==> src/hdl/str_pkg.sv <==
// shared types and constants for the stepper ramp generator
`timescale 1ns / 1ps
package str_pkg;
    localparam logic [1:0] KIND_TICK = 2'd0;
    localparam logic [1:0] KIND_MOVE = 2'd1;
    localparam logic [1:0] KIND_LIMIT = 2'd2;
    localparam logic [1:0] KIND_ESTOP = 2'd3;
    localparam logic [1:0] REG_MIN_SPEED = 2'd0;
    localparam logic [1:0] REG_ACCEL = 2'd1;
    localparam logic [1:0] REG_RATE = 2'd2;
    localparam logic [15:0] MIN_SPEED_RESET = 16'd50;
    localparam logic [15:0] ACCEL_STEP_RESET = 16'd5;
    localparam logic [31:0] TIMER_RATE_RESET = 32'd100000;
    // packed axis record, 164 bits
    typedef struct packed {
        logic [31:0] position;
        logic [31:0] goal;
        logic [15:0] cur_speed;
        logic [15:0] cruise_speed;
        logic [31:0] interval;
        logic [31:0] tick_count;
        logic        reverse;
        logic        halted;
        logic        step_level;
        logic        dir_level;
    } axis_rec_t;
    localparam int REC_W = $bits(axis_rec_t);
    typedef enum logic [3:0] {
        ST_CLEAR, ST_IDLE, ST_READ, ST_WAIT, ST_MOD, ST_DIV, ST_WRITE, ST_NEXT, ST_OUT
    } state_t;
    typedef struct packed {
        logic        start;
        logic [31:0] dividend;
        logic [15:0] divisor;
    } div_req_t;
endpackage

==> src/hdl/str_ram.sv <==
// generic ram with one write port and one registered read port
`timescale 1ns / 1ps
module str_ram #(
    parameter int WIDTH = 8,
    parameter int DEPTH = 4
) (
    input  logic                     clk,
    input  logic                     we,
    input  logic [$clog2(DEPTH)-1:0] waddr,
    input  logic [WIDTH-1:0]         wdata,
    input  logic [$clog2(DEPTH)-1:0] raddr,
    output logic [WIDTH-1:0]         rdata
);
    logic [WIDTH-1:0] mem [DEPTH];
    always_ff @(posedge clk)
    begin
        if (we)
        begin
            mem[waddr] <= wdata;
        end
        rdata <= mem[raddr];
    end
endmodule

==> src/hdl/str_div.sv <==
// serial restoring divider, 32 bit by 16 bit, one quotient bit per cycle
`timescale 1ns / 1ps
module str_div
    import str_pkg::*;
(
    input  logic        clk,
    input  logic        rst_n,
    input  div_req_t    req,
    output logic        busy,
    output logic [31:0] quotient
);
    logic [31:0] quo_reg, quo_next;
    logic [32:0] rem_reg, rem_next;
    logic [15:0] dsr_reg, dsr_next;
    logic [5:0]  cnt_reg, cnt_next;
    logic [32:0] trial;
    always_ff @(posedge clk or negedge rst_n)
    begin
        if (!rst_n)
        begin
            cnt_reg <= '0;
        end
        else
        begin
            cnt_reg <= cnt_next;
        end
    end
    always_ff @(posedge clk)
    begin
        quo_reg <= quo_next;
        rem_reg <= rem_next;
        dsr_reg <= dsr_next;
    end
    always_comb
    begin
        quo_next = quo_reg;
        rem_next = rem_reg;
        dsr_next = dsr_reg;
        cnt_next = cnt_reg;
        trial = {rem_reg[31:0], quo_reg[31]};
        if (req.start)
        begin
            quo_next = req.dividend;
            rem_next = '0;
            dsr_next = req.divisor;
            cnt_next = 6'd32;
        end
        else if (cnt_reg != 6'd0)
        begin
            cnt_next = cnt_reg - 6'd1;
            if (trial >= {17'd0, dsr_reg})
            begin
                rem_next = trial - {17'd0, dsr_reg};
                quo_next = {quo_reg[30:0], 1'b1};
            end
            else
            begin
                rem_next = trial;
                quo_next = {quo_reg[30:0], 1'b0};
            end
        end
    end
    assign busy = (cnt_reg != 6'd0);
    assign quotient = quo_reg;
endmodule

==> src/hdl/stepper_trapezoid_ramp_gen.sv <==
// top level of the multi-axis stepper pulse generator with trapezoidal ramp
//
// s_axis carries one item per transfer: tick, move, limit hit or emergency stop.
// m_axis returns one status word per item: step and direction levels, idle flag.
// cfg writes min_speed (0), accel_step (1), timer_rate (2); the user must write
// them only while idle, the block itself does not enforce it.
// axis records sit in one ram; each item walks the axes one by one: read,
// modify, optional serial divide of timer_rate by speed, write.
// the serial divider and the ram port set the item throughput.
// after reset a clearing pass writes a reset record for each axis; no item
// is taken meanwhile. running and per-axis line levels live only in the ram,
// so step_lines and dir_lines are gathered during the walk.
// the result waits in an output register; the next item is taken only after
// it has been transferred, so a stalled receiver stalls the input.
`timescale 1ns / 1ps
module stepper_trapezoid_ramp_gen
    import str_pkg::*;
#(
    parameter int AXES = 3
) (
    input  logic        clk,
    input  logic        rst_n,
    input  logic        s_axis_tvalid,
    output logic        s_axis_tready,
    // target_position[31:0], has_position[32], speed[48:33], has_speed[49], zero fill
    input  logic [55:0] s_axis_tdata,
    // kind[1:0], axis[3:2]
    input  logic [3:0]  s_axis_tuser,
    output logic        m_axis_tvalid,
    input  logic        m_axis_tready,
    // step_lines[2:0], dir_lines[5:3], all_idle[6], zero fill
    output logic [7:0]  m_axis_tdata,
    input  logic        cfg_valid,
    output logic        cfg_ready,
    input  logic [1:0]  cfg_index,
    input  logic [31:0] cfg_data
);
    localparam int AW = (AXES > 1) ? $clog2(AXES) : 1;
    localparam int RD = (AXES > 1) ? AXES : 2;

    state_t      st_reg, st_next;
    logic [AW-1:0] ax_reg, ax_next;
    logic [1:0]  kind_reg, kind_next;
    logic [1:0]  sel_reg, sel_next;
    logic [49:0] dat_reg, dat_next;
    axis_rec_t   rec_reg, rec_next;
    logic [2:0]  stp_reg, stp_next, dir_reg, dir_next;
    logic        idle_reg, idle_next;
    logic [7:0]  out_reg, out_next;
    logic        ov_reg, ov_next;
    logic [15:0] mins_reg, acc_reg;
    logic [31:0] rate_reg;

    logic        we;
    logic [REC_W-1:0] wdata, rdata;
    div_req_t    dreq;
    logic        dbusy;
    logic [31:0] dquo;

    str_ram #(.WIDTH(REC_W), .DEPTH(RD)) u_ram (
        .clk(clk), .we(we), .waddr(ax_reg), .wdata(wdata),
        .raddr(ax_reg), .rdata(rdata)
    );
    str_div u_div (.clk(clk), .rst_n(rst_n), .req(dreq), .busy(dbusy), .quotient(dquo));

    assign cfg_ready = 1'b1;
    always_ff @(posedge clk or negedge rst_n)
    begin
        if (!rst_n)
        begin
            mins_reg <= MIN_SPEED_RESET;
            acc_reg <= ACCEL_STEP_RESET;
            rate_reg <= TIMER_RATE_RESET;
        end
        else if (cfg_valid)
        begin
            case (cfg_index)
                REG_MIN_SPEED: mins_reg <= cfg_data[15:0];
                REG_ACCEL:     acc_reg <= cfg_data[15:0];
                REG_RATE:      rate_reg <= cfg_data;
                default:       ;
            endcase
        end
    end

    always_ff @(posedge clk or negedge rst_n)
    begin
        if (!rst_n)
        begin
            st_reg <= ST_CLEAR;
            ax_reg <= '0;
            ov_reg <= 1'b0;
        end
        else
        begin
            st_reg <= st_next;
            ax_reg <= ax_next;
            ov_reg <= ov_next;
        end
    end
    always_ff @(posedge clk)
    begin
        kind_reg <= kind_next;
        sel_reg <= sel_next;
        dat_reg <= dat_next;
        rec_reg <= rec_next;
        stp_reg <= stp_next;
        dir_reg <= dir_next;
        idle_reg <= idle_next;
        out_reg <= out_next;
    end

    // modify step, plus replan helpers
    logic signed [32:0] left;
    logic signed [17:0] vdiff, vs;
    logic [31:0] cnt1;
    axis_rec_t r;
    logic dd;
    logic [15:0] sp;
    logic [15:0] rq;
    logic [AW+1:0] ax_last;

    // position and distance left after a step, taken straight from the ram word
    axis_rec_t rd_rec;
    logic [31:0] pos_step;
    logic signed [32:0] left_step;
    logic [32:0] absleft_step;
    assign rd_rec = rdata;
    assign pos_step = rd_rec.reverse ? rd_rec.position - 32'd1 : rd_rec.position + 32'd1;
    assign left_step = $signed({rd_rec.goal[31], rd_rec.goal})
                     - $signed({pos_step[31], pos_step});
    assign absleft_step = left_step[32] ? 33'(-left_step) : 33'(left_step);

    // brake distance divides a narrow value by accel_step; done serially too would
    // cost another pass, so compare left*accel against the difference instead:
    // left <= floor(d/a) with d >= 0 is the same as left*a <= d
    logic [48:0] lxa;
    assign lxa = absleft_step * {17'd0, acc_reg};

    always_comb
    begin
        st_next = st_reg;
        ax_next = ax_reg;
        kind_next = kind_reg;
        sel_next = sel_reg;
        dat_next = dat_reg;
        rec_next = rec_reg;
        stp_next = stp_reg;
        dir_next = dir_reg;
        idle_next = idle_reg;
        out_next = out_reg;
        ov_next = ov_reg;
        we = 1'b0;
        wdata = rec_reg;
        dreq = '0;
        s_axis_tready = 1'b0;
        r = rdata;
        dd = 1'b0;
        sp = '0;
        rq = '0;
        cnt1 = r.tick_count + 32'd1;
        left = $signed({r.goal[31], r.goal}) - $signed({r.position[31], r.position});
        vdiff = $signed({2'b0, r.cur_speed}) - $signed({2'b0, mins_reg});
        vs = $signed({2'b0, r.cur_speed});
        ax_last = {2'b0, ax_reg};
        if (m_axis_tvalid && m_axis_tready)
        begin
            ov_next = 1'b0;
        end
        case (st_reg)
            ST_CLEAR:
            begin
                we = 1'b1;
                wdata = '0;
                wdata[2] = 1'b1;
                if (ax_last == (AW+2)'(AXES - 1))
                begin
                    ax_next = '0;
                    st_next = ST_IDLE;
                end
                else
                begin
                    ax_next = ax_reg + AW'(1);
                end
            end
            ST_IDLE:
            begin
                s_axis_tready = !ov_reg;
                if (s_axis_tvalid && !ov_reg)
                begin
                    kind_next = s_axis_tuser[1:0];
                    sel_next = s_axis_tuser[3:2];
                    dat_next = s_axis_tdata[49:0];
                    ax_next = '0;
                    stp_next = '0;
                    dir_next = '0;
                    idle_next = 1'b1;
                    st_next = ST_READ;
                end
            end
            ST_READ:
            begin
                st_next = ST_WAIT;
            end
            ST_WAIT:
            begin
                st_next = ST_MOD;
            end
            ST_MOD:
            begin
                r = rdata;
                case (kind_reg)
                    KIND_TICK:
                    begin
                        if (!r.halted && r.interval != 32'd0)
                        begin
                            r.tick_count = cnt1;
                            if (cnt1 >= r.interval)
                            begin
                                r.dir_level = !r.reverse;
                                r.step_level = 1'b1;
                            end
                            if ({1'b0, cnt1} >= {1'b0, r.interval} + 33'd1)
                            begin
                                r.step_level = 1'b0;
                                r.tick_count = '0;
                                r.position = pos_step;
                                if (absleft_step == 33'd0)
                                begin
                                    r.cur_speed = '0;
                                    r.interval = '0;
                                    r.halted = 1'b1;
                                end
                                else
                                begin
                                    if (acc_reg != 16'd0 && !vdiff[17]
                                        && lxa <= {31'd0, vdiff})
                                    begin
                                        if (r.cur_speed > mins_reg)
                                        begin
                                            vs = vs - $signed({2'b0, acc_reg});
                                        end
                                    end
                                    else if (r.cur_speed < r.cruise_speed)
                                    begin
                                        vs = vs + $signed({2'b0, acc_reg});
                                        if (vs > $signed({2'b0, r.cruise_speed}))
                                        begin
                                            vs = $signed({2'b0, r.cruise_speed});
                                        end
                                    end
                                    if (vs < $signed({2'b0, mins_reg}))
                                    begin
                                        vs = $signed({2'b0, mins_reg});
                                    end
                                    r.cur_speed = vs[15:0];
                                    dd = 1'b1;
                                end
                            end
                        end
                    end
                    KIND_MOVE:
                    begin
                        if ({2'b0, ax_reg} == {{AW{1'b0}}, sel_reg} || AW < 2)
                        begin
                            if ({{AW{1'b0}}, sel_reg} == {2'b0, ax_reg})
                            begin
                                if (dat_reg[32])
                                begin
                                    r.goal = dat_reg[31:0];
                                end
                                if (dat_reg[49])
                                begin
                                    rq = dat_reg[48:33];
                                    r.cruise_speed = (rq != 16'd0 && rq < mins_reg)
                                                   ? mins_reg : rq;
                                end
                                left = $signed({r.goal[31], r.goal})
                                     - $signed({r.position[31], r.position});
                                if (r.cruise_speed != 16'd0 && left != 33'sd0)
                                begin
                                    r.reverse = left[32];
                                    r.halted = 1'b0;
                                    if (r.cur_speed == 16'd0)
                                    begin
                                        r.cur_speed = mins_reg;
                                    end
                                    dd = 1'b1;
                                end
                                else
                                begin
                                    r.cur_speed = '0;
                                    r.interval = '0;
                                    r.halted = 1'b1;
                                end
                            end
                        end
                    end
                    KIND_LIMIT:
                    begin
                        if ({{AW{1'b0}}, sel_reg} == {2'b0, ax_reg})
                        begin
                            r.halted = 1'b1;
                            r.cur_speed = '0;
                        end
                    end
                    default:
                    begin
                        r.cruise_speed = '0;
                        r.cur_speed = '0;
                        r.interval = '0;
                        r.halted = 1'b1;
                    end
                endcase
                rec_next = r;
                sp = r.cur_speed;
                if (dd)
                begin
                    if (sp == 16'd0)
                    begin
                        rec_next.interval = '0;
                        st_next = ST_WRITE;
                    end
                    else
                    begin
                        dreq.start = 1'b1;
                        dreq.dividend = rate_reg;
                        dreq.divisor = sp;
                        st_next = ST_DIV;
                    end
                end
                else
                begin
                    st_next = ST_WRITE;
                end
            end
            ST_DIV:
            begin
                if (!dbusy)
                begin
                    rec_next.interval = dquo;
                    st_next = ST_WRITE;
                end
            end
            ST_WRITE:
            begin
                we = 1'b1;
                wdata = rec_reg;
                if (ax_last < 3)
                begin
                    stp_next[ax_last[1:0]] = rec_reg.step_level;
                    dir_next[ax_last[1:0]] = rec_reg.dir_level;
                end
                if (!(rec_reg.cur_speed == 16'd0 && rec_reg.halted))
                begin
                    idle_next = 1'b0;
                end
                st_next = ST_NEXT;
            end
            ST_NEXT:
            begin
                if (ax_last == (AW+2)'(AXES - 1))
                begin
                    st_next = ST_OUT;
                end
                else
                begin
                    ax_next = ax_reg + AW'(1);
                    st_next = ST_READ;
                end
            end
            ST_OUT:
            begin
                out_next = {1'b0, idle_reg, dir_reg, stp_reg};
                ov_next = 1'b1;
                ax_next = '0;
                st_next = ST_IDLE;
            end
            default:
            begin
                st_next = ST_IDLE;
            end
        endcase
    end

    assign m_axis_tvalid = ov_reg;
    assign m_axis_tdata = out_reg;
endmodule

==> config.mk <==
export PLATFORM = sky130hd
export DESIGN_NAME = stepper_trapezoid_ramp_gen
export DESIGN_NICKNAME = d
export VERILOG_FILES = /design/src/hdl/str_pkg.sv /design/src/hdl/str_ram.sv /design/src/hdl/str_div.sv /design/src/hdl/stepper_trapezoid_ramp_gen.sv
export SDC_FILE = /design/constraint.sdc
export NUM_CORES = 2
export LEC_CHECK = 0
export BUFFER_PORTS_ARGS = -buffer_cell sky130_fd_sc_hd__buf_2
export CORE_ASPECT_RATIO = 1.2
export CORE_UTILIZATION = 65
export DETAILED_ROUTE_END_ITERATION = 6
export GPL_ROUTABILITY_DRIVEN = 0
export PLACE_DENSITY = 0.82
export SYNTH_ARGS = -nofsm -noshare
export SYNTH_HDL_FRONTEND = slang
export SYNTH_SLANG_ARGS = --single-unit
==> constraint.sdc <==
create_clock -name clk -period 25.8 [get_ports clk]
set_input_delay 2.58 -clock clk [delete_from_list [all_inputs] [get_ports clk]]
set_output_delay 2.58 -clock clk [all_outputs]
set_load 0.005 [all_outputs]
# After elaboration in Yosys (flattened, before gate mapping)
# Memories as Yosys holds them, arrays and structs flattened. A register that Yosys moved wholly into a read port is not among the register bits.
# Index checks and enable logic that the tools add are counted.
[totals]
regBits = 389
mem_bits_rw = 492
input_bits = 99
out_inout_bits = 11
word_cells = 227
mem_count = 1
[op_classes]
addsub = 13
mul = 1
n_lt_le_gt_ge = 12
n_eq_ne = 21
muxes = 107
n_bitwise = 2
reduce_logical = 43
[mem_list]
columns = ["name", "words", "word_bits", "rd", "rd_clocked_by_memory_dff", "write_ports", "line_no", "source"]
rows = [
  ["u_ram.mem", 3, 164, 1, 1, 1, "str_ram.sv:14", "logic [WIDTH-1:0] mem [DEPTH];"],
]
[ops]
columns = ["cell", "count"]
rows = [
  ["2-to-1 mux 32 bit", 19],
  ["2-to-1 mux 16 bit", 14],
  ["2-to-1 mux 96 bit", 2],
  ["2-to-1 mux 164 bit", 1],
  ["2-to-1 mux 49 bit", 3],
  ["2-to-1 mux 64 bit", 2],
  ["2-to-1 mux 18 bit", 7],
  ["one-hot mux 32 bit (3 select lines)", 1],
  ["subtractor 32 x 32 -> 33 bit", 2],
  ["adder 32 x 1 -> 32 bit, second input constant", 2],
  ["one-hot mux 32 bit (2 select lines)", 1],
  ["<= comparator 49 x 18 -> 1 bit", 1],
  ["multiplier 33 x 16 -> 49 bit", 1],
  ["zero test 16 bit", 3],
  ["one-hot mux 16 bit (3 select lines)", 1],
  ["nonzero test 16 bit", 3],
  ["2-to-1 mux 17 bit", 2],
  ["subtractor 16 x 16 -> 17 bit", 2],
  ["adder 32 x 1 -> 33 bit, second input constant", 1],
  ["greater-or-equal comparator 32 x 33 -> 1 bit", 1],
  ["greater-or-equal comparator 33 x 16 -> 1 bit", 1],
  ["zero test 33 bit", 1],
  ["2-to-1 mux 33 bit", 1],
  ["negation 33 bit", 1],
  ["other kinds (48)", 126],
]

# Logic depth before layout (Yosys ltp)
[logic_depth]
word_depth = 26
mapped_depth = 91
mapped_depth_nobuf = 83

# By module
# From an unflattened synthesis, not the netlist that was laid out.
[unflattened]
cells_unflattened = 7036
area_unflattened_um2 = 72709.7
[by_module_without_submodules]
columns = ["module", "n_inst", "cells_each", "area_each_um2", "seq_area_each_um2"]
rows = [
  ["stepper_trapezoid_ramp_gen", 1, 5420, 46762.3, 8757.1],
  ["str_ram", 1, 1205, 21498.1, 18057.3],
  ["str_div", 1, 411, 4449.3, 2232.1],
]

# Least setup slack after synthesis
# OpenSTA, ideal clock, no wires.
[synth_path]
kind = "register to register"
from = "register u_ram.rdata[3] (read register of u_ram.mem)"
to = "register u_div.quo_reg[0] (netlist: u_div.quotient[0]) (enable)"
setup_time_ns = 0.478
arrival_time_ns = 18.251
required_ns = 25.322
path_slack_ns = 7.071
path_stages_with_launch = 90
path_buffers = 10
synth_period_minus_slack_ns = 18.729
path_cell_list = "dfxtp_1 > ha_1 > a21o_1 > a21oi_1 > o21bai_1 > a21oi_1 > o21bai_1 > a21oi_1 > o21bai_1 > a21oi_1 > o21bai_1 > a21oi_1 > o2111a_1 > nor2_1 > a2111o_1 > a31oi_1 > o21bai_1 > xnor2_1 > [54 not listed] > nor2b_1 > o21ai_0 > nand2b_1 > a21oi_1 > o211a_1 > nand2_1 > a221oi_1 > o31ai_2 > and2_1 > buf_1 > o21ai_0 > o221a_2 > nand4_1 > or4_4 > o211ai_4 > buf_6 > buf_6 > nand2_1"
[synth_via]
elab_chain_len = 25
elab_cells_between_ends = 31
cone_classes = "add/sub: 2; mul: 1; order compare: 2; mux: 22; reduce/logical: 4"
[synth_rtl]
columns = ["item", "line_no", "source"]
rows = [
  ["start, declared", "str_ram.sv:12", "output logic [WIDTH-1:0] rdata"],
  ["2-to-1 mux 32 bit *", "stepper_trapezoid_ramp_gen.sv:129", "assign pos_step = rd_rec.reverse ? rd_rec.position - 32'd1 : rd_rec.position + 32'd1;"],
  ["subtractor 32 x 32 -> 33 bit *", "stepper_trapezoid_ramp_gen.sv:131", "- $signed({pos_step[31], pos_step});"],
  ["negation 33 bit", "stepper_trapezoid_ramp_gen.sv:132", "assign absleft_step = left_step[32] ? 33'(-left_step) : 33'(left_step);"],
  ["2-to-1 mux 33 bit *", "stepper_trapezoid_ramp_gen.sv:132", ""],
  ["multiplier 33 x 16 -> 49 bit", "stepper_trapezoid_ramp_gen.sv:138", "assign lxa = absleft_step * {17'd0, acc_reg};"],
  ["<= comparator 49 x 18 -> 1 bit", "stepper_trapezoid_ramp_gen.sv:237", "&& lxa <= {31'd0, vdiff})"],
  ["logical AND 1 bit", "stepper_trapezoid_ramp_gen.sv:237", ""],
  ["2-to-1 mux 18 bit", "stepper_trapezoid_ramp_gen.sv:236", "if (acc_reg != 16'd0 && !vdiff[17]"],
  ["[9 not listed]", "-", ""],
  ["2-to-1 mux 16 bit", "stepper_trapezoid_ramp_gen.sv:215", "if (!r.halted && r.interval != 32'd0)"],
  ["one-hot mux 16 bit (3 select lines)", "stepper_trapezoid_ramp_gen.sv:212", "case (kind_reg)"],
  ["2-to-1 mux 16 bit", "stepper_trapezoid_ramp_gen.sv:170", "case (st_reg)"],
  ["zero test 16 bit", "stepper_trapezoid_ramp_gen.sv:319", "if (sp == 16'd0)"],
  ["2-to-1 mux 49 bit", "stepper_trapezoid_ramp_gen.sv:319", ""],
  ["2-to-1 mux 49 bit *", "stepper_trapezoid_ramp_gen.sv:317", "if (dd)"],
  ["2-to-1 mux 49 bit *", "stepper_trapezoid_ramp_gen.sv:170", ""],
  ["nonzero test 2 bit (no line) *", "-", ""],
  ["end signal, assigned", "str_div.sv:30", "quo_reg <= quo_next;"],
  ["end, declared", "str_div.sv:12", "logic [31:0] quo_reg, quo_next;"],
]
# Every way passes the cells marked *; elsewhere a longest branch is shown, timed or not. The select of a mux whose other input is x is not followed.
# A chain may end at the register's enable or synchronous reset.

# Worst setup path in the final report
[layout_path]
from = "register u_ram.rdata[3] (read register of u_ram.mem)"
to = "register u_div.dsr_reg[15] (enable)"
[layout_via]
elab_chain_len = 24
elab_cells_between_ends = 30
cone_classes = "add/sub: 2; mul: 1; order compare: 2; mux: 22; reduce/logical: 3"
[layout_rtl]
columns = ["item", "line_no", "source"]
rows = [
  ["2-to-1 mux 32 bit *", "stepper_trapezoid_ramp_gen.sv:129", ""],
  ["subtractor 32 x 32 -> 33 bit *", "stepper_trapezoid_ramp_gen.sv:131", ""],
  ["negation 33 bit", "stepper_trapezoid_ramp_gen.sv:132", ""],
  ["2-to-1 mux 33 bit *", "stepper_trapezoid_ramp_gen.sv:132", ""],
  ["multiplier 33 x 16 -> 49 bit", "stepper_trapezoid_ramp_gen.sv:138", ""],
  ["<= comparator 49 x 18 -> 1 bit", "stepper_trapezoid_ramp_gen.sv:237", ""],
  ["logical AND 1 bit", "stepper_trapezoid_ramp_gen.sv:237", ""],
  ["2-to-1 mux 18 bit", "stepper_trapezoid_ramp_gen.sv:236", ""],
  ["[8 not listed]", "-", ""],
  ["2-to-1 mux 16 bit", "stepper_trapezoid_ramp_gen.sv:223", "if ({1'b0, cnt1} >= {1'b0, r.interval} + 33'd1)"],
  ["2-to-1 mux 16 bit", "stepper_trapezoid_ramp_gen.sv:215", ""],
  ["one-hot mux 16 bit (3 select lines)", "stepper_trapezoid_ramp_gen.sv:212", ""],
  ["2-to-1 mux 16 bit", "stepper_trapezoid_ramp_gen.sv:170", ""],
  ["zero test 16 bit", "stepper_trapezoid_ramp_gen.sv:319", ""],
  ["2-to-1 mux 49 bit", "stepper_trapezoid_ramp_gen.sv:319", ""],
  ["2-to-1 mux 49 bit *", "stepper_trapezoid_ramp_gen.sv:317", ""],
  ["2-to-1 mux 49 bit *", "stepper_trapezoid_ramp_gen.sv:170", ""],
  ["end signal, assigned", "str_div.sv:32", "dsr_reg <= dsr_next;"],
  ["end, declared", "str_div.sv:14", "logic [15:0] dsr_reg, dsr_next;"],
]
# Marked as above.

==> results.json <==
{
  "first_global_vias": 54500,
  "row_count": 133,
  "overflow": 0,
  "fin_skew_ps": 53.3,
  "crit_type": "register to register",
  "die_h_um": 366,
  "max_slew_margin": 0.150,
  "cts.sinks": 1045,
  "hold_viol_final": 0,
  "max_freq_ghz": 0.0440,
  "syn2layout_area_growth_pct": 7.27,
  "num_vias": 54100,
  "coreArea_mm2": 0.109,
  "critPathMaxFanout": 33,
  "clkSlewWorstSetupHoldPaths_ps": 60,
  "wl_um": 194000,
  "max_cap_viol_count": 0,
  "slowest_delay_ps": 830,
  "drt_iter0_markers": 5621,
  "hold_path_startpoint": "u_ram.mem[2][0]$_DFFE_PP_",
  "status": "finished clean",
  "cts_root_buf": "clkbuf_16",
  "dp_hpwl_um": 138000,
  "synthCells": 6941,
  "portBuffers": 101,
  "synth_flop_cell": "edfxtp_1",
  "seq_area_frac_synth": 0.404,
  "end_kind": "register",
  "startpoint_type": "register",
  "synth-compound-area-share": 0.118,
  "synth_cell_types": 121,
  "min_delay_path_depth": 2,
  "crit_path_top_delay_cell": "o211ai_4",
  "ant_nets": 0,
  "synthXorXnorAreaFrac": 0.0309,
  "gr-usage-all-layers": 0.348,
  "async_flop_share": 0.0737,
  "route.detailed.drc": 0,
  "arrival_ps": 23070,
  "syn_avg_cell_area_um2": 10.3,
  "antenna_found_initial": 9,
  "syn_area_mm2": 0.0718,
  "critical-path-top-delay-family": "compound AO/OA/AOI/OAI gates",
  "post-route-period-util": 0.880,
  "post-route-min-period_ps": 22710,
  "drtPass1Iterations": 6,
  "drive_gt1_frac": 0.0803,
  "multi_input_area_mm2": 0.0392,
  "synth_simple_gate_area_share": 0.145,
  "cts_hold_buf": 0,
  "tightest_slew_ps": 1260,
  "tns_ps": 0,
  "grt_max_degree": 166,
  "required_ps": 26170,
  "clock_latency_ps": 740,
  "h-tree-depth": 3,
  "drv_slew": 0,
  "fillers": 7728,
  "synth_fa_ha_area_frac": 0.196,
  "largest_reg_flops": 492,
  "path_buf_inv": 10,
  "synth_edf_count": 772,
  "die_w_um": 305,
  "min_path_type": "register to register",
  "cts.path.max_buffers": 3,
  "cts_buffers": 98,
  "reg2reg_depth": 82,
  "vias_per_cell": 6.42,
  "synth_nets": 7903,
  "muxShareOfSynthArea": 0.0530,
  "reg2reg_slack_ps": 3090,
  "num-nets-final": 7886,
  "rsz0062_at_grt": "no",
  "setup_viol": 0,
  "yosys_register_bits": 1045,
  "grt_pass1_wl_um": 302000,
  "cts_tree": "done",
  "wire_per_inst_um": 23.0,
  "seqCellArea_mm2": 0.0291,
  "cts_resized": 0,
  "cts_setup_buffers": 0,
  "cpMostUsedCell": "a21oi_1",
  "r2r_end": "u_div.dsr_reg[15]$_SDFFCE_PP0N_",
  "ios": 110,
  "min_to": "u_ram.rdata[0]$_DFF_P_",
  "ys.warnings.count": 0,
  "synth_top_family_by_area": "adder cells",
  "dieArea_mm2": 0.112,
  "r2r-start": "u_ram.rdata[3]$_DFF_P_",
  "floorplan.initialDensity": 0.656
}
## cell type report
class,instances,area share
antenna,4,0.000130
clock buffer,140,0.0362
clock inverter,44,0.00632
inverter,667,0.0325
multi-input combinational,4917,0.509
sequential,1045,0.377
tap,1417,0.0230
timing repair buffer,195,0.0161
## through the flow
step                 util  setup slack [ps]  cell area [µm²]  hold slack, ps  std cells
finish              0.704              3090            77100             411       8429
global route        0.704              2040            77100             430       8426
CTS                 0.704              3830            77100             412       8425
detailed placement  0.674              3930            73800             431       8241
global placement    0.674              4260            73800             422       8241
floorplan               -              7070            71800             400       6941
## metal layers
layer  global-route usage  up-vias  wire [µm]
met1                0.437    26400      71900
met4                0.208       16      12700
met5                    0        -        107
li1                     -    24100          -
met2                0.558     2937      89700
met3               0.0712      656      19500
## placed cells by master, fill, tap and decap left out, types with 218 or more instances in the layout
| cell type | instances |
|---|---|
| mux2i_1 | 224 |
| fa_1 | 438 |
| nand2_1 | 886 |
| o21ai_0 | 451 |
| edfxtp_1 | 772 |
| a21oi_1 | 256 |
| ha_1 | 425 |
| inv_1 | 664 |
| nor2b_1 | 218 |
| nor2_1 | 276 |
## worst register-to-register path, delay by kind of cell, from the launching register on
| family | cells | cell delay [ps] |
|---|---|---|
| buffers and inverters | 10 | 1960 |
| AOI/OAI and AO/OA | 38 | 9900 |
| xor gates and xnor gates | 2 | 370 |
| DFF | 1 | 440 |
| and+or+nand+nor | 21 | 5050 |
| adders and majority gates | 11 | 4650 |
## worst max-delay path by stage
stage | start | endpoint | slack [ps] | cells past startpoint
2_1_floorplan | u_ram.rdata[3]$_DFF_P_ | u_div.quotient[0]$_DFFE_PP_ | 7070 | 89
3_3_place_gp | u_ram.rdata[3]$_DFF_P_ | u_div.dsr_reg[14]$_SDFFCE_PP0N_ | 4260 | 82
3_5_place_dp | u_ram.rdata[3]$_DFF_P_ | u_div.dsr_reg[15]$_SDFFCE_PP0N_ | 3930 | 82
4_1_cts | u_ram.rdata[132]$_DFF_P_ | u_div.dsr_reg[15]$_SDFFCE_PP0N_ | 3830 | 82
5_1_grt | u_ram.rdata[3]$_DFF_P_ | u_div.dsr_reg[14]$_SDFFCE_PP0N_ | 2040 | 82
6_report | u_ram.rdata[3]$_DFF_P_ | u_div.dsr_reg[15]$_SDFFCE_PP0N_ | 3090 | 82
## synth_stat cells (15+ instances only)
master	number	area share
dfrtp_1	66	0.023
a31oi_1	28	0.0024
nand2b_1	60	0.0052
a21o_1	82	0.0086
inv_1	665	0.035
ha_1	425	0.074
nand3_1	90	0.0063
o211a_1	35	0.0049
nand3b_1	15	0.0016
nor2b_1	220	0.019
nand4_1	73	0.0064
o22ai_1	25	0.0022
or3_1	31	0.0027
a211oi_1	26	0.0027
or2_2	18	0.0016
nor4_1	67	0.0058
and3_1	41	0.0036
xnor2_1	173	0.021
nand2_1	887	0.046
a21boi_0	19	0.0020
o21a_1	72	0.0075
a21oi_1	260	0.018
dfxtp_1	196	0.055
o21bai_1	27	0.0028
o31ai_1	32	0.0033
a22oi_1	29	0.0030
xor2_1	64	0.0078
mux2i_1	224	0.031
fa_1	438	0.12
o21ai_0	451	0.031
nor3_1	83	0.0058
mux2_1	30	0.0047
nor2_1	279	0.015
mux2_2	109	0.017
a211o_1	15	0.0018
clkbuf_1	276	0.014
and2_1	190	0.017
o211ai_1	40	0.0042
edfxtp_1	772	0.32
## logic make-up after synthesis
logic type,Yosys count
xor+xnor,244
flops,1045
compound gates,1313
fa+ha+maj,865
simple gates,2130
other cells,2
mux,363
buf+inv,979
Power is left out: the tool's default activity adds up to more than one toggle a clock period on the data nets, which glitch-free logic cannot reach.
